`src/rmq_pkg.sv`:
```
// ----------------------------------------------------------------------------
// rmq_pkg
// Shared types and constants of the rotation-matrix-to-quaternion block.
// ----------------------------------------------------------------------------
package rmq_pkg;

    // Fixed-point format of all matrix elements and quaternion parts.
    localparam int FRAC_BITS = 14;
    localparam int ELEM_W    = 16;
    localparam int NUM_W     = ELEM_W + 1;
    localparam int ARG_W     = 17;

    // Queue between the classifier and the arithmetic pipeline.
    localparam int FIFO_DEPTH = 4;
    localparam int FIFO_AW    = $clog2(FIFO_DEPTH);

    // Pivot codes double as lane numbers: w, x, y, z.
    typedef enum logic [1:0] {
        PIV_W = 2'd0,
        PIV_X = 2'd1,
        PIV_Y = 2'd2,
        PIV_Z = 2'd3
    } piv_t;

    // Classified item as it leaves the front end.
    typedef struct packed {
        piv_t                        piv;
        logic [ARG_W-1:0]            arg;
        logic [3:0][NUM_W-1:0]       num;
    } front_t;

    // Arithmetic pipeline widths.
    localparam int SQ_W    = 48;
    localparam int DIV_W   = 40;
    localparam int Q1_W    = 23;
    localparam int ROOT1_W = 16;
    localparam int MAG_W   = 24;
    localparam int PAIR_W  = 47;

    // Step counts of the two roots and the two divisions.
    localparam int SQ1_N  = 16;
    localparam int DIV1_N = 23;
    localparam int SQ2_N  = 24;
    localparam int DIV2_N = 15;

    // Stage map of the back-end pipeline.
    localparam int ST_LOAD  = 0;
    localparam int ST_SQ1   = ST_LOAD + 1;
    localparam int ST_POST1 = ST_SQ1 + SQ1_N;
    localparam int ST_DIV1  = ST_POST1 + 1;
    localparam int ST_CSEL  = ST_DIV1 + DIV1_N;
    localparam int ST_SQR   = ST_CSEL + 1;
    localparam int ST_PAIR  = ST_SQR + 1;
    localparam int ST_SUM   = ST_PAIR + 1;
    localparam int ST_SQ2   = ST_SUM + 1;
    localparam int ST_POST2 = ST_SQ2 + SQ2_N;
    localparam int ST_DIV2  = ST_POST2 + 1;
    localparam int ST_OUT   = ST_DIV2 + DIV2_N;
    localparam int N_STAGES = ST_OUT + 1;

    // Payload carried by every pipeline stage.
    typedef struct packed {
        piv_t                        piv;
        logic                        degen;
        logic [SQ_W-1:0]             sq_v;
        logic [SQ_W-1:0]             sq_r;
        logic [ROOT1_W-1:0]          s;
        logic [MAG_W-1:0]            mag;
        logic [3:0]                  neg;
        logic [3:0][DIV_W-1:0]       rem;
        logic [3:0][Q1_W-1:0]        q;
        logic [3:0][Q1_W-1:0]        cm;
        logic [3:0][PAIR_W-1:0]      sq4;
        logic [3:0][ELEM_W-1:0]      res;
    } work_t;

endpackage

```
`src/rmq_front.sv`:
```
// ----------------------------------------------------------------------------
// rmq_front
// Accepts matrices, picks the pivot and forms the root argument and the
// numerators of the three other quaternion parts.
// ----------------------------------------------------------------------------
module rmq_front (
    input  logic                          aclk,
    input  logic                          aresetn,
    input  logic                          s_tvalid,
    output logic                          s_tready,
    input  logic [9*rmq_pkg::ELEM_W-1:0]  s_tdata,
    output logic                          push_valid,
    input  logic                          push_ready,
    output rmq_pkg::front_t               push_data
);
    import rmq_pkg::*;

    logic signed [NUM_W-1:0] a00, a01, a02, a10, a11, a12, a20, a21, a22;
    logic signed [NUM_W:0]   tr;
    logic signed [NUM_W+1:0] arg_s;
    front_t                  cls;
    logic                    valid_reg, valid_next;
    front_t                  data_reg;

    // Sign-extended elements, row by row.
    assign a00 = NUM_W'($signed(s_tdata[0*ELEM_W +: ELEM_W]));
    assign a01 = NUM_W'($signed(s_tdata[1*ELEM_W +: ELEM_W]));
    assign a02 = NUM_W'($signed(s_tdata[2*ELEM_W +: ELEM_W]));
    assign a10 = NUM_W'($signed(s_tdata[3*ELEM_W +: ELEM_W]));
    assign a11 = NUM_W'($signed(s_tdata[4*ELEM_W +: ELEM_W]));
    assign a12 = NUM_W'($signed(s_tdata[5*ELEM_W +: ELEM_W]));
    assign a20 = NUM_W'($signed(s_tdata[6*ELEM_W +: ELEM_W]));
    assign a21 = NUM_W'($signed(s_tdata[7*ELEM_W +: ELEM_W]));
    assign a22 = NUM_W'($signed(s_tdata[8*ELEM_W +: ELEM_W]));

    assign tr = (NUM_W+1)'(a00) + (NUM_W+1)'(a11) + (NUM_W+1)'(a22);

    // Pivot selection; ties on the diagonal fall through to y, then z.
    always_comb begin
        cls.num = '0;
        if (tr > 0) begin
            cls.piv    = PIV_W;
            arg_s      = (NUM_W+2)'(1 <<< FRAC_BITS) + (NUM_W+2)'(tr);
            cls.num[1] = a21 - a12;
            cls.num[2] = a02 - a20;
            cls.num[3] = a10 - a01;
        end else if (a00 > a11 && a00 > a22) begin
            cls.piv    = PIV_X;
            arg_s      = (NUM_W+2)'(1 <<< FRAC_BITS) + (NUM_W+2)'(a00)
                         - (NUM_W+2)'(a11) - (NUM_W+2)'(a22);
            cls.num[0] = a21 - a12;
            cls.num[2] = a01 + a10;
            cls.num[3] = a02 + a20;
        end else if (a11 > a22) begin
            cls.piv    = PIV_Y;
            arg_s      = (NUM_W+2)'(1 <<< FRAC_BITS) + (NUM_W+2)'(a11)
                         - (NUM_W+2)'(a00) - (NUM_W+2)'(a22);
            cls.num[0] = a02 - a20;
            cls.num[1] = a01 + a10;
            cls.num[3] = a12 + a21;
        end else begin
            cls.piv    = PIV_Z;
            arg_s      = (NUM_W+2)'(1 <<< FRAC_BITS) + (NUM_W+2)'(a22)
                         - (NUM_W+2)'(a00) - (NUM_W+2)'(a11);
            cls.num[0] = a10 - a01;
            cls.num[1] = a02 + a20;
            cls.num[2] = a12 + a21;
        end
        // A negative root argument is clamped to zero.
        cls.arg = arg_s[NUM_W+1] ? '0 : arg_s[ARG_W-1:0];
    end

    // One register stage that hands items to the queue.
    assign s_tready   = !valid_reg || push_ready;
    assign push_valid = valid_reg;
    assign push_data  = data_reg;

    always_comb begin
        valid_next = valid_reg;
        if (s_tvalid && s_tready) begin
            valid_next = 1'b1;
        end else if (push_ready) begin
            valid_next = 1'b0;
        end
    end

    always_ff @(posedge aclk) begin
        if (!aresetn) begin
            valid_reg <= 1'b0;
        end else begin
            valid_reg <= valid_next;
        end
    end

    always_ff @(posedge aclk) begin
        if (s_tvalid && s_tready) begin
            data_reg <= cls;
        end
    end

endmodule

```
`config.mk`:
```
export PLATFORM = sky130hd
export DESIGN_NAME = rmq_front
export DESIGN_NICKNAME = d
export VERILOG_FILES = /design/src/rmq_pkg.sv /design/src/rmq_front.sv
export SDC_FILE = /design/constraint.sdc
export NUM_CORES = 1
export LEC_CHECK = 0
export BUFFER_PORTS_ARGS = -buffer_cell sky130_fd_sc_hd__buf_2
export CAP_MARGIN = 40
export CORE_MARGIN = 2
export CORE_UTILIZATION = 23
export DETAILED_ROUTE_END_ITERATION = 8
export PLACE_DENSITY = 0.4
export SLEW_MARGIN = 5
export SYNTH_ARGS = -nofsm -noshare
export SYNTH_HDL_FRONTEND = slang
export SYNTH_SLANG_ARGS = --single-unit
```
`constraint.sdc`:
```
create_clock -name aclk -period 14 [get_ports aclk]
set_input_delay 0.7 -clock aclk [delete_from_list [all_inputs] [get_ports aclk]]
set_output_delay 0.7 -clock aclk [all_outputs]
set_load 0.03 [all_outputs]
```
# Word level (Yosys, flattened, before mapping)
# Cells that the tools add are included.
dict set report word_totals {
  ff_bits 88
  latch_bits 0
  ramBits 0
  romBits 0
  out_inout_bits 89
  wordCells 50
  mem_count 0
}
dict set report classes {
  add_sub_neg 18
  multipliers 0
  n_div 0
  order_cmp 4
  eq_ne 0
  shift 0
  n_mux 14
  bitwise_logic 0
  n_reduce_logical 6
}
# op count
set op_table {}
lappend op_table {{adder 16 x 16 -> 17 bit} 4}
lappend op_table {{2-to-1 mux 17 bit} 4}
lappend op_table {{2-to-1 mux 34 bit} 2}
lappend op_table {{2-to-1 mux 19 bit} 3}
lappend op_table {{subtractor 18 x 16 -> 19 bit} 3}
lappend op_table {{subtractor 17 x 16 -> 18 bit} 3}
lappend op_table {{adder 16 x 16 -> 17 bit, first input constant} 3}
lappend op_table {{2-to-1 mux 51 bit} 1}
lappend op_table {{subtractor 16 x 16 -> 17 bit} 3}
lappend op_table {{> comparator 16 bit} 3}
lappend op_table {{adder 16 x 18 -> 19 bit, first input constant} 1}
lappend op_table {{adder 17 x 16 -> 18 bit} 1}
lappend op_table {{> comparator 18 x 1 -> 1 bit, second input constant} 1}
lappend op_table {{2-to-1 mux 1 bit} 4}
lappend op_table {{logical AND 1 bit} 2}
lappend op_table {{nonzero test 2 bit} 1}
lappend op_table {{OR reduction 2 bit} 1}
lappend op_table {{logical NOT 1 bit} 1}
lappend op_table {{logical OR 1 bit} 1}

# Logic depth before layout (Yosys ltp)
dict set report logic_depth {
  depth_word 6
  ltp_mapped 23
}

# Least setup slack after synthesis
# OpenSTA, ideal clock, no wires.
dict set report synth_path {
  path_type {input to register}
  start {input s_tdata[1] (netlist bit)}
  end {register data_reg (netlist bit push_data[28]), data pin}
  setup_ns 0.262
  arrival_time_ns 5.903
  required_time_ns 13.738
  slack_ns 7.835
  cell_stages 21
  path_buffers 1
  cell_sequence {fa_1 > ha_1 > fa_1 > nand2b_1 > a221oi_1 > o311ai_1 > a311oi_1 > o2111ai_1 > and2_1 > nand2_1 > a21oi_1 > xor2_1 > ha_1 > or4bb_1 > nor2_1 > nand3_1 > or4_1 > a2111o_1 > o21ai_4 > buf_4 > mux2_1}
}
# item line_no
set synth_lines {}
lappend synth_lines {{from (decl)} rmq_front.sv:11} ;# input logic [9*rmq_pkg::ELEM_W-1:0] s_tdata,
lappend synth_lines {{to (signal assigned)} rmq_front.sv:97} ;# data_reg <= cls;
lappend synth_lines {{to (decl)} rmq_front.sv:23} ;# front_t data_reg;

==> results_dict.tcl <==
set metrics [dict create \
    status "completed" \
    worstSetupPathType "in2reg" \
    vdd_ir_drop_max_mv 0.05520 \
    wirelength_microns 61170 \
    globalRouteTotalUtil 0.1689 \
    cts_buffer_depth 2 \
    fmax_mhz 138.3 \
    total_power_uw 2031 \
    drt_iter0_drc 735 \
    arrival_ns 7.34 \
    syn_nets 2374 \
    ys_ff_latch 88 \
    root_buffer "clkbuf_16" \
    crit_path_start_kind "input port" \
    via_count 14030 \
    cp_cell_sequence "buf_2 -> inv_1 -> fa_1 -> inv_1 -> fa_1 -> nand2b_1 -> a221oi_1 -> o311ai_1 -> a311oi_1 -> o2111ai_1 -> and2_1 -> nand2_1 -> a21oi_1 -> xor2_1 -> ha_1 -> or4bb_1 -> nor2_1 -> nand3_1 -> or4_1 -> a2111o_1 -> o21ai_4 -> buf_4 -> buf_16 -> mux2_1" \
    dpl.hpwl_microns 52010 \
    max-slew-margin-rel 0.4208 \
    setup_viol 0 \
    worst-path-max-fanout 41 \
    hold_slack_ns 0.5513 \
    post-cts-setup-buffers 0 \
    htree_levels 3 \
    numCtsBuffers 9 \
    hold_viol 0 \
    worst_skew_pair.late_latency_ns 0.37 \
    yosysWarnings 0 \
    syn_to_final_growth_pct 16.20 \
    path_delay_family "compound AO/OA/AOI/OAI gates" \
    nFillCells 7498 \
    clk_pin_slew_worst_paths_ns 0.07 \
    antenna_left 0 \
    cts_tree "built" \
    endpoint_kind "flop" \
    cp_num_buf_inv 5 \
    grt_pass1_wl_microns 90820 \
    seq_area_frac_synth 0.1639 \
    synth_ff_type "edfxtp_1" \
    maxSlewViolCount 0 \
    cts-resized-gates 0 \
    synth_edf_count 87 \
    hold_buffers 0 \
    port-buffer-count 236 \
    die-area_sq_um 71960 \
    fp.dieH_microns 268.3 \
    layout-drive-gt1-share 0.1402 \
    worst_pin_slew_ns 0.8688 \
    use_met1 0.2177 \
    syn_avg_cell_area_sq_um 8.654 \
    finClkSkew_ns 0.009882 \
    grt-ovfl-total 0 \
    vias_per_cell 4.695 \
    first_global_vias 14440 \
    required_ns 14.11 \
    grtUsageMet2 0.3052 \
    wl_per_cell_microns 20.47 \
    timing.setup.tns_ns 0 \
    antenna_found_initial 5 \
    grt_max_degree 60 \
    rsz0062_at_grt "false" \
    drv_cap 0 \
    mostFrequentLayoutCells "ha_1, buf_2, inv_1" \
    async_reset_ff_frac 0 \
    finalCritPeriodShare 0.5163 \
    p_leak_uw 0.008602 \
    layout_commonest_cell "ha_1" \
    synth_cells 1856 \
    dr.pass1.iters 5 \
    slowest_delay_ns 0.59 \
    synth_area_sq_um 16060 \
    grt.busiest_layer "met2" \
    place_congestion 0.8808 \
    post-route-min-period_ns 7.229 \
    fin_nets 2567 \
    drcViolationCount 0 \
    io_pins 237 \
    hold_class "reg2reg" \
    cts_sinks 88 \
    rows 96 \
    power_density_nw_per_um2 108.8 \
    slowest_stage "fa_1" \
    worst_slack_ns 6.771 \
    yosysUniqueCellTypes 78 \
    core_area_sq_um 68830 \
    grt_use_met3 0.01448 \
    start_util 0.2334 \
    die_w_microns 268.3 \
    dp_slack_ns 6.471 \
]
[routing by layer]
metal,vias to the layer above,part of all wire
met1,6792,0.45
met5,-,0
li1,6874,-
met3,33,0.035
met2,329,0.50
met4,0,0.016
[kinds of logic after synthesis]
| group | count (synthesis) | share of synthesized area |
|---|---|---|
| AOI/OAI and AO/OA | 447 | 0.1902 |
| and+or+nand+nor | 485 | 0.1463 |
| adders and majority gates | 370 | 0.3247 |
| buffers and inverters | 280 | 0.06723 |
| muxes | 57 | 0.03731 |
| DFF | 88 | 0.1639 |
| xor gates and xnor gates | 129 | 0.07034 |
[sequential cells by signal, indices dropped and copies added, names as in the netlist]
register / count
push_data: 87
push_valid: 1
[worst reg2reg max path, delay by kind of cell, from the launching register on]
family | cells | cell delay (ns)
buffers and inverters | 1 | 0.76
AND/OR/NAND/NOR | 2 | 0.53
flip-flops | 1 | 0.31
[where the power goes]
part	leakage (uW)	total (uW)	internal, uW	switching (uW)
sequential	0.000864	417	377	40.2
combinational	0.00757	1320	478	839
clock	0.000164	298	175	122
[through the flow]
step | cells | cell area (sq um) | utilization
final | 2988 | 18660 | 0.2712
after global routing | 2987 | 18660 | 0.2711
after CTS | 2985 | 18660 | 0.2711
after detailed placement | 2969 | 18310 | 0.2661
after global placement | 2966 | 18240 | 0.2650
after floorplan | 1856 | 16060 | -
[area by class of cell]
| type | count | area [sq um] | area share |
|---|---|---|---|
| multi-input combinational | 1488 | 12380 | 0.6631 |
| sequential | 88 | 2633 | 0.1410 |
| tap | 931 | 1165 | 0.06241 |
| timing repair buffer | 251 | 1346 | 0.07213 |
| antenna | 3 | 7.507 | 0.0004022 |
| inverter | 211 | 792.0 | 0.04243 |
| clock buffer | 9 | 225.2 | 0.01207 |
| clock inverter | 7 | 118.9 | 0.006369 |
[synthesized netlist by cell type (41+ instances only)]
cell      instances  area, sq um
a21oi_1          93        465.5
clkbuf_1         56        210.2
edfxtp_1         87         2613
fa_1             78         1562
ha_1            292         3654
inv_1           211        792.0
nand2_1         107        401.6
nand3_1          41        205.2
nor2_1          137        514.2
nor3_1           51        255.2
o21ai_0          70        350.3
xnor2_1          73        639.4
xor2_1           56        490.5
[final timing paths]
kind | from | to | slack (ns) | depth (start not counted)
setup / recovery | s_tdata[2] | push_data[50] | 6.77 | 24
hold / removal | push_valid | push_valid | 0.55 | 2
setup reg to reg | push_valid | push_data[3] | 11.95 | 3
hold reg to reg | push_valid | push_valid | 0.55 | 2
Power figures use the tool's default switching activity.
