## config.mk

```make
export PLATFORM = sky130hd
export DESIGN_NAME = rmq_fifo
export DESIGN_NICKNAME = d
export VERILOG_FILES = /design/src/rmq_pkg.sv /design/src/rmq_fifo.sv
export SDC_FILE = /design/constraint.sdc
export NUM_CORES = 1
export LEC_CHECK = 0
export ABC_AREA = 1
export BUFFER_PORTS_ARGS = -buffer_cell sky130_fd_sc_hd__buf_4
export CORE_MARGIN = 3
export CORE_UTILIZATION = 35
export DETAILED_ROUTE_END_ITERATION = 10
export PLACE_DENSITY = 0.6
export SETUP_SLACK_MARGIN = 0.05
export SYNTH_ARGS = -nofsm -noshare
export SYNTH_HDL_FRONTEND = slang
export SYNTH_SLANG_ARGS = --single-unit
```

## constraint.sdc

```tcl
create_clock -name aclk -period 6.7 [get_ports aclk]
set_clock_uncertainty 0.2 [all_clocks]
set_input_delay 0.67 -clock aclk [delete_from_list [all_inputs] [get_ports aclk]]
set_output_delay 0.67 -clock aclk [all_outputs]
set_load 0.05 [all_outputs]
```

## src/rmq_pkg.sv

```systemverilog
// ----------------------------------------------------------------------------
// rmq_pkg
// Shared types and constants of the rotation-matrix-to-quaternion block.
// ----------------------------------------------------------------------------
package rmq_pkg;

    // Fixed-point format of all matrix elements and quaternion parts.
    localparam int FRAC_BITS = 14;
    localparam int ELEM_W    = 16;
    localparam int NUM_W     = ELEM_W + 1;
    localparam int ARG_W     = 17;

    // Queue between the classifier and the arithmetic pipeline.
    localparam int FIFO_DEPTH = 4;
    localparam int FIFO_AW    = $clog2(FIFO_DEPTH);

    // Pivot codes double as lane numbers: w, x, y, z.
    typedef enum logic [1:0] {
        PIV_W = 2'd0,
        PIV_X = 2'd1,
        PIV_Y = 2'd2,
        PIV_Z = 2'd3
    } piv_t;

    // Classified item as it leaves the front end.
    typedef struct packed {
        piv_t                        piv;
        logic [ARG_W-1:0]            arg;
        logic [3:0][NUM_W-1:0]       num;
    } front_t;

    // Arithmetic pipeline widths.
    localparam int SQ_W    = 48;
    localparam int DIV_W   = 40;
    localparam int Q1_W    = 23;
    localparam int ROOT1_W = 16;
    localparam int MAG_W   = 24;
    localparam int PAIR_W  = 47;

    // Step counts of the two roots and the two divisions.
    localparam int SQ1_N  = 16;
    localparam int DIV1_N = 23;
    localparam int SQ2_N  = 24;
    localparam int DIV2_N = 15;

    // Stage map of the back-end pipeline.
    localparam int ST_LOAD  = 0;
    localparam int ST_SQ1   = ST_LOAD + 1;
    localparam int ST_POST1 = ST_SQ1 + SQ1_N;
    localparam int ST_DIV1  = ST_POST1 + 1;
    localparam int ST_CSEL  = ST_DIV1 + DIV1_N;
    localparam int ST_SQR   = ST_CSEL + 1;
    localparam int ST_PAIR  = ST_SQR + 1;
    localparam int ST_SUM   = ST_PAIR + 1;
    localparam int ST_SQ2   = ST_SUM + 1;
    localparam int ST_POST2 = ST_SQ2 + SQ2_N;
    localparam int ST_DIV2  = ST_POST2 + 1;
    localparam int ST_OUT   = ST_DIV2 + DIV2_N;
    localparam int N_STAGES = ST_OUT + 1;

    // Payload carried by every pipeline stage.
    typedef struct packed {
        piv_t                        piv;
        logic                        degen;
        logic [SQ_W-1:0]             sq_v;
        logic [SQ_W-1:0]             sq_r;
        logic [ROOT1_W-1:0]          s;
        logic [MAG_W-1:0]            mag;
        logic [3:0]                  neg;
        logic [3:0][DIV_W-1:0]       rem;
        logic [3:0][Q1_W-1:0]        q;
        logic [3:0][Q1_W-1:0]        cm;
        logic [3:0][PAIR_W-1:0]      sq4;
        logic [3:0][ELEM_W-1:0]      res;
    } work_t;

endpackage

```

## src/rmq_fifo.sv

```systemverilog
// ----------------------------------------------------------------------------
// rmq_fifo
// Short queue of classified items between the front end and the pipeline.
// ----------------------------------------------------------------------------
module rmq_fifo (
    input  logic             aclk,
    input  logic             aresetn,
    input  logic             push_valid,
    output logic             push_ready,
    input  rmq_pkg::front_t  push_data,
    output logic             head_valid,
    input  logic             pop,
    output rmq_pkg::front_t  head_data
);
    import rmq_pkg::*;

    front_t               mem_reg [FIFO_DEPTH];
    logic [FIFO_AW-1:0]   wr_ptr_reg, rd_ptr_reg;
    logic [FIFO_AW:0]     count_reg, count_next;
    logic                 do_push, do_pop;

    // Space is judged on the stored count only, so ready has no path from pop.
    assign push_ready = (count_reg != (FIFO_AW+1)'(FIFO_DEPTH));
    assign head_valid = (count_reg != '0);
    assign head_data  = mem_reg[rd_ptr_reg];
    assign do_push    = push_valid && push_ready;
    assign do_pop     = pop && head_valid;

    always_comb begin
        count_next = count_reg;
        if (do_push && !do_pop) begin
            count_next = count_reg + 1'b1;
        end else if (do_pop && !do_push) begin
            count_next = count_reg - 1'b1;
        end
    end

    always_ff @(posedge aclk) begin
        if (!aresetn) begin
            wr_ptr_reg <= '0;
            rd_ptr_reg <= '0;
            count_reg  <= '0;
        end else begin
            count_reg <= count_next;
            if (do_push) begin
                wr_ptr_reg <= wr_ptr_reg + 1'b1;
            end
            if (do_pop) begin
                rd_ptr_reg <= rd_ptr_reg + 1'b1;
            end
        end
    end

    always_ff @(posedge aclk) begin
        if (do_push) begin
            mem_reg[wr_ptr_reg] <= push_data;
        end
    end

endmodule

```

### Yosys cells after proc, flatten, opt, wreduce, memory -nomap -nowiden

Memory sizes are Yosys's and may differ from the RTL's. A register that Yosys moved wholly into a read port is not among the register bits.
Cells that the tools add are included.

| word-level totals | value |
|---|---|
| register bits | 7 |
| bits in latches | 0 |
| memory bits (writable) | 348 |
| ROM bits | 0 |
| input port bits | 91 |
| output and inout port bits | 89 |
| logic and storage cells | 23 |
| memories | 1 |

Memories:

| name | words | width | read ports | clocked after memory_dff | wr ports | RTL line | text |
|---|---|---|---|---|---|---|---|
| mem_reg | 4 | 87 | 1 | 1 | 1 | rmq_fifo.sv:17 | `front_t mem_reg [FIFO_DEPTH];` |

| operators by class | value |
|---|---|
| add/subtract/negate cells | 4 |
| $mul | 0 |
| div/mod/pow operators | 0 |
| order comparisons | 0 |
| eq/ne operators | 1 |
| shifts and indexed selects | 0 |
| muxes and demuxes | 6 |
| bitwise logic cells | 0 |
| reductions and logical operators | 8 |

Operators by type and width:

| cell | number |
|---|---|
| 3-bit 2-to-1 mux | 2 |
| 2-bit by 1-bit adder with 2-bit output, second input constant | 2 |
| 1-bit logical AND | 4 |
| 2-bit 2-to-1 mux | 2 |
| 3-bit by 1-bit adder with 3-bit output, second input constant | 1 |
| 3-bit != test, second input constant | 1 |
| 3-bit nonzero test | 1 |
| 3-bit by 1-bit subtractor with 3-bit output, second input constant | 1 |
| 1-bit zero test | 2 |
| 1-bit 2-to-1 mux | 2 |
| 2-bit nonzero test | 1 |

### Longest topological paths before layout

Gate-level depths: netlist of run 1.

| logic depth | value |
|---|---|
| depth after elaboration | 6 |
| gate-level depth with buffers | 13 |
| mapped depth without buffers | 13 |

### Least setup slack after synthesis of run 1

No wires, ideal clock.

| timing path | value |
|---|---|
| path kind | register to register |
| from | reg count_reg[0] |
| to | mem mem_reg[0][0] in the netlist's numbering (enable) |
| setup time | 0.534 ns |
| data arrival time | 4.699 ns |
| data required time | 5.966 ns |
| setup slack | 1.268 ns |
| stages on the path, launching flop included | 5 |
| buffers on the path | 0 |
| period minus slack after synthesis | 5.432 ns |
| cell sequence | dfxtp_1 -> nor2_1 -> nand2_1 -> nand2_1 -> nor2_1 |

| on the way | value |
|---|---|
| longest elaborated chain between the ends | 4 |

RTL lines:

| item | RTL line | text |
|---|---|---|
| start: declaration | rmq_fifo.sv:19 | `logic [FIFO_AW:0] count_reg, count_next;` |
| start signal: assignment | rmq_fifo.sv:44 | `count_reg <= count_next;` |
| 3-bit != test | rmq_fifo.sv:23 | `assign push_ready = (count_reg != (FIFO_AW+1)'(FIFO_DEPTH));` |
| named net push_ready | rmq_fifo.sv:9 | `output logic push_ready,` |
| 1-bit logical AND | rmq_fifo.sv:26 | `assign do_push = push_valid && push_ready;` |
| 1-bit 2-to-1 mux | rmq_fifo.sv:55 | `if (do_push) begin` |
| 1-bit 2-to-1 mux (implied by the code) | rmq_fifo.sv:56 | `mem_reg[wr_ptr_reg] <= push_data;` |
| end: declaration | rmq_fifo.sv:17 |  |

The timed path passes the listed nets, and every way through them passes these cells.

==> results of run 1 <==
[cells by family after synthesis]
kind of cell / after synthesis
flip-flops: 357
AND/OR/NAND/NOR: 208
XOR/XNOR: 1
buffers and inverters: 72
adder cells (fa/ha/maj): 6
AO/OA/AOI/OAI: 265
[final cells by class]
type,instances,area (µm²)
fillers,3465,21300
flip-flops and latches,357,10600
multi-input cells,480,2350
repair buffers,188,1440
clock buffers,48,1050
well taps,511,639
clock inverters,20,158
inverters,16,65.1
[placed cells by master (no fill, tap or decap), drive strengths merged]
cell type and instances:
edfxtp 348, clkinvlp 1, clkbuf 48, nor2 188
a21oi 3, o22ai 87, buf 188, bufinv 2
o21ai 175, nand3b 1, dfxtp 9, inv 18
fa 1, clkinv 15, ha 5, nand2 15
nand3 4, xor2 1
[power breakdown]
part	internal, mW	switching, mW	total [mW]
Sequential	2.72	0.138	2.85
Combinational	0.612	1.69	2.30
Clock	1.19	0.824	2.02
[worst max-delay path, stage by stage, from the launching register on]
cell	delay (ps)
dfxtp_4	620
inv_6	780
buf_4	680
o21ai_0	160
o22ai_1	210
buf_4	250
[per-stage QoR]
stage / std cells / hold slack [ps] / util / area [µm²]
floorplan: 909 / 265 / - / 13400
finish: 1620 / 130 / 0.434 / 16300
global route: 1620 / 102 / 0.434 / 16300
global placement: 1552 / 279 / 0.402 / 15100
CTS: 1620 / 94.5 / 0.434 / 16300
detailed placement: 1552 / 284 / 0.402 / 15100
[synthesized netlist by cell type]
cell type / n / share of area
a21oi_1: 3 / 0.0011
buf_2: 9 / 0.0034
buf_4: 14 / 0.0079
buf_6: 13 / 0.011
clkbuf_1: 14 / 0.0039
clkbuf_2: 6 / 0.0022
dfxtp_1: 9 / 0.013
edfxtp_1: 348 / 0.78
fa_1: 1 / 0.0015
ha_1: 5 / 0.0047
inv_1: 14 / 0.0039
inv_2: 1 / 0.00028
inv_4: 1 / 0.00047
nand2_1: 15 / 0.0042
nand3_1: 4 / 0.0015
nand3b_1: 1 / 0.00056
nor2_1: 188 / 0.053
o21ai_0: 93 / 0.035
o21ai_1: 82 / 0.031
o22ai_1: 87 / 0.041
xor2_1: 1 / 0.00065
[per-layer routing]
metal	GRT usage	share of wire
met3	0.0434	0.074
met2	0.228	0.47
met5	0	0.00069
met4	0.0488	0.023
met1	0.180	0.43
[worst paths after layout]
path                       from              to  slack [ps]  cells after the start
setup / recovery      flip-flop   head_data[82]        2500                      5
hold / removal     push_data[1]   mem_reg[0][1]         130                      1
hold reg to reg   rd_ptr_reg[1]       flip-flop         290                      2
setup reg to reg   count_reg[0]  mem_reg[0][55]        3960                      5
==> metrics.md, run 1 <==
| Metric | Value |
|---|---|
| Post-Synth Simple-Gate Area | 0.0590 |
| P per Cell Area | 439 nW/µm² |
| DR vias/cell | 4.87 |
| Count of cell types in the netlist | 21 |
| Top achievable clock speed | 0.238 GHz |
| WL per Instance | between 15 and 20 µm |
| Post-synthesis xor/xnor area fraction | 0.000654 |
| Slew Viols, Final | 0 |
| I/O Pins | 180 |
| Startpoint types | flip-flop |
| Mapped Area | around 13000 µm² |
| Max Cap Viol | 0 |
| GRT Residual Overflow | 0 |
| Syn_nets | 1006 |
| Largest net degree at the start of global routing | 118 |
| Largest family of logic cells by synthesized area | compound AO/OA/AOI/OAI gates |
| Critical Path RT | between 5000 and 6000 ps |
| Core footprint | roughly 38000 µm² |
| # rows | 71 |
| Place WS | roughly 2900 ps |
| Fraction of layout cells with a size suffix above 1 | 0.225 |
| CTS Root Cell | clkbuf_16 |
| Clk Latency, worst-skew pair | ~540 ps |
| Via count | 7893 |
| Final Wtd Congestion | 0.718 |
| Clock Sinks | 357 |
| Total Wirelength | 28900 µm |
| Worst relative slew slack | 0.275 |
| Crit path kind | flip-flop to output pin |
| Chip width | 202 µm |
| Data arrival, critical path | 3330 ps |
| Worst-Margin Slew | ~1100 ps |
| Post-Synth Adder-Cell Area | 0.00617 |
| Yosys Warn Count | 0 |
| Status | completed |
| Syn Inst Count | just over 900 |
| Crit share post-route | 0.626 |
| Area growth, synth to finish | 22.0% |
| RSZ-0062 raised after global routing | false |
| Fin nets | 1179 |
| Max rail drop VDD | 366 µV |
| Residual DRC | 0 |
| CP max FO | roughly 120 |
| #FFs+latches synth | 357 |
| Initial antenna violation count | 1 |
| Buffers inserted by post-CTS timing repair | 0 |
| Detailed Route Iter0 Violations | 363 |
| Final hold violations | 0 |
| Hold Crit Class | primary input to flip-flop |
| ANT nets after route | 0 |
| Max FFs per register | 348 |
| Static Leak | 5.65 nW |
| DP Wirelength | between 15000 and 20000 µm |
| TritonRoute pass-1 iters | 4 |
| Clock tree from TritonCTS | yes |
| Compound-Gate Fraction of Synth Area | 0.107 |
| Tmin final | 4200 ps |
| Post-synthesis mux area share | 0 |
| Global-route wire length before repair | 44800 µm |
| Total CTS buffers | 39 |
| Clock-pin slew on the worst setup and hold paths | 60 ps |
| Vias in the first global route | 7940 |
| Bufs on Longest Clock Path | 3 |
| Die Ht | a little over 200 µm |
| Initial Utilization | 0.355 |
| Port buffer count | about 180 |
| Worst Setup End Kind | output pin |
| Resize count post-CTS | 0 |
| Total Neg Setup Slack | 0 ps |
| Die ar. | about 41000 µm² |
| Setup ws final | about 2500 ps |
| Tot GR Track Use | 0.141 |
| N_diodes | 0 |
| Htree depth | 2 |
| # hold bufs at CTS | 0 |
| Overall Power | 7.18 mW |
| Final setup vio count | 0 |
| Syn_area_per_cell | 14.7 µm² |
| Post-synthesis sequential area ratio | 0.794 |
Power figures use the tool's default switching activity.
==> run 2: changes to the inputs <==
- ABC_AREA: 1 -> 0
- PLACE_DENSITY: 0.6 -> 0.62
- clock period: 6.7 -> 3.55 ns (I/O delays scaled with it)
==> metrics.md, run 2 <==
| Metric | Value |
|---|---|
| P per Cell Area | 777 nW/µm² (+77%) |
| Static Leak | 5.70 nW (+0.80%) |
| Die ar. | 39600 µm² (-2.6%) |
| DP Wirelength | 14700 µm (-6.6%) |
| Synth async-reset ratio | 0 (unchanged) |
| Post-synth top cells | 348 x edfxtp_1, 87 x mux4_2, 10 x buf_2, 9 x dfxtp_1, 8 x and2_1 |
| Syn_nets | 600 (-40%) |
| CP bufs+invs | 2 (-1) |
| Total Wirelength | 24900 µm (-14%) |
| Max rail drop VDD | 546 µV (+49%) |
| Worst Setup End Kind | output pin |
| Core footprint | 36600 µm² (-2.8%) |
| Area growth, synth to finish | 30.4% |
| Synth area leaders | edfxtp_1 80%, mux4_2 15%, dfxtp_1 1.4% |
| Post-DP Area | 15000 µm² (-0.66%) |
| Tot GR Track Use | 0.127 (-0.0138) |
| Syn_area_per_cell | 25.9 µm² (+76%) |
| Status | completed |
| Total CTS buffers | 38 (-2.6%) |
| Slew Viols, Final | 0 (unchanged) |
| Startpoint types | flip-flop |
| Initial Utilization | 0.356 (+0.000444) |
| CTS Root Cell | clkbuf_16 |
| Tmin final | 2910 ps |
| Post-synthesis sequential area ratio | 0.816 (+0.0219) |
| # rows | 70 (-1.4%) |
| Final Instance Count excl. Fillers | 1294 (-20%) |
| Top achievable clock speed | 0.344 GHz |
| TritonRoute pass-1 iters | 4 (unchanged) |
| #FFs+latches synth | 357 (unchanged) |
| Vias in the first global route | 6765 (-15%) |
| Resize count post-CTS | 0 (unchanged) |
| Final Wtd Congestion | 0.683 (-4.9%) |
| Bufs on Longest Clock Path | 3 (unchanged) |
| CP Cell Sequence | buf_12 > mux4_2 > buf_4 |
| RSZ-0062 raised after global routing | false |
| Crit path kind | flip-flop to output pin |
| Yosys Warn Count | 0 (unchanged) |
| WL per Instance | 19.2 µm (+7.7%) |
| Final hold violations | 0 (unchanged) |
| Max FFs per register | 348 (unchanged) |
| Port buffer count | 179 (unchanged) |
| Htree depth | 2 (unchanged) |
| Hold Crit Class | primary input to flip-flop |
| I/O Pins | 180 (unchanged) |
| Die Ht | 199 µm (-1.3%) |
| Mapped Area | 13000 µm² (-2.7%) |
| Clock Sinks | 357 (unchanged) |
| Post-route cell area | 17000 µm² (+4.0%) |
| Via count | 6141 (-22%) |
| Clock tree from TritonCTS | yes |
| Crit-path max cell delay | 720 ps (-60 ps) |
| Hold slack final | 122 ps (-7.75 ps) |
| Final setup vio count | 0 (unchanged) |
| Clk Latency, worst-skew pair | 520 ps (-20 ps) |
| Detailed Route Iter0 Violations | 208 (-43%) |
| DR vias/cell | 4.75 (-2.6%) |
| Most frequent cells in the layout | 348 x edfxtp_1, 184 x buf_4, 88 x dlygate4sd3_1, 87 x mux4_2, 39 x clkbuf_16 |
| Initial antenna violation count | 1 (unchanged) |
| Fin nets | 899 (-24%) |
| Number of synthesized flops with an enable pin | 348 (unchanged) |
| Commonest non-fill, non-tap cell in the layout | edfxtp_1 |
| CP top delay family | flip-flops |
| Global-route wire length before repair | 38500 µm (-14%) |
| GRT Residual Overflow | 0 (unchanged) |
| Critical Path RT | 2990 ps (-2840 ps) |
| Most common cell in the netlist | edfxtp_1 |
| Residual DRC | 0 (unchanged) |
| Worst relative slew slack | 0.607 (+0.332) |
| Data arrival, critical path | 2350 ps (-980 ps) |
| Count of cell types in the netlist | 24 (+14%) |
| CP max FO | 26 (-78%) |
| ANT nets after route | 0 (unchanged) |
| Clock-pin slew on the worst setup and hold paths | 60 ps (about the same) |
| Fillers | 3041 (-12%) |
| Max Cap Viol | 0 (unchanged) |
| Yosys top cell by area | edfxtp_1 |
| Post-synth top area share | 0.802 (+0.0215) |
| Crit share post-route | 0.820 |
| Slowest CP cell | dfxtp_4 |
| Total Neg Setup Slack | 0 ps (unchanged) |
| Syn Inst Count | 503 (-45%) |
| Largest net degree at the start of global routing | 45 (-62%) |
| Fraction of layout cells with a size suffix above 1 | 0.398 (+0.172) |
| Worst-Margin Slew | 589 ps (-498 ps) |
| Cells after DPL | 1142 (-26%) |
| Chip width | 199 µm (-1.3%) |
| Main synth FF type | edfxtp_1 |
[run 2: final timing paths]
kind / start / end / slack (ps) / depth (start not counted)
worst min-delay path: pop / rd_ptr_reg[0] / 120 / 4
worst max-delay path: flip-flop / head_data[49] / 640 / 3
worst min register to register: wr_ptr_reg[1] / wr_ptr_reg[1] / 300 / 2
worst max register to register: count_reg[0] / count_reg[2] / 1040 / 8
[run 2: per-stage QoR]
step | util | setup WS [ps] | power, mW
after global routing | 0.464 | 463 | 13.8
final | 0.464 | 640 | 13.2
after global placement | 0.410 | 1100 | 9.81
after detailed placement | 0.410 | 1050 | 9.84
after CTS | 0.464 | 530 | 13.4
after floorplan | - | 53.4 | 8.56
[run 2: layout make-up]
cell class | instances | area (µm²) | share of cell area
antenna | 1 | 2.50 | 0.000147
inverter | 3 | 11.3 | 0.000663
clock buffer | 50 | 1020 | 0.0599
multi-input combinational | 122 | 2250 | 0.132
clock inverter | 13 | 58.8 | 0.00346
tap | 468 | 586 | 0.0345
sequential | 357 | 10600 | 0.626
timing repair buffer | 280 | 2420 | 0.143
[run 2: repair_timing]
item / 4_1_cts / 5_1_grt
setup buffers: 0 / 0
hold buffers: 88 / 0
endpoints found under the hold margin: 357 / 0
setup endpoints to repair: 0 / 0
[run 2: where the power goes]
group	leakage [nW]	switching, mW	internal, mW
combinational	1.92	2.76	1.64
sequential	3.26	0.220	5.12
clock	0.518	1.46	2.00
[run 2: kinds of logic (layout without fill, tap and decap cells)]
group	after synthesis	count (layout)	share of synthesized area
AO/OA/AOI/OAI	5	5	0.00307
XOR/XNOR	4	4	0.00269
adder cells (fa/ha/maj)	6	6	0.00634
buffers and inverters	24	346	0.0123
flip-flops	357	357	0.816
multiplexers	90	90	0.153
other	0	1	0
AND/OR/NAND/NOR	17	17	0.00701
[run 2: worst register-to-register path: stages (launching register included)]
cell and delay [ps]:
dfxtp_1 450, nor2_1 110, a21boi_2 340, ha_1 260, inv_1 60, fa_1 380, xor2_1 170, or3_1 300
a21boi_0 160
[run 2: metal layers]
layer  vias to the layer above  share of wire  track usage
li1                       2749              -            -
met1                      3203           0.41        0.156
met2                       144           0.51        0.215
met3                        45          0.060       0.0413
met4                         0          0.020       0.0372
met5                         -              0            0
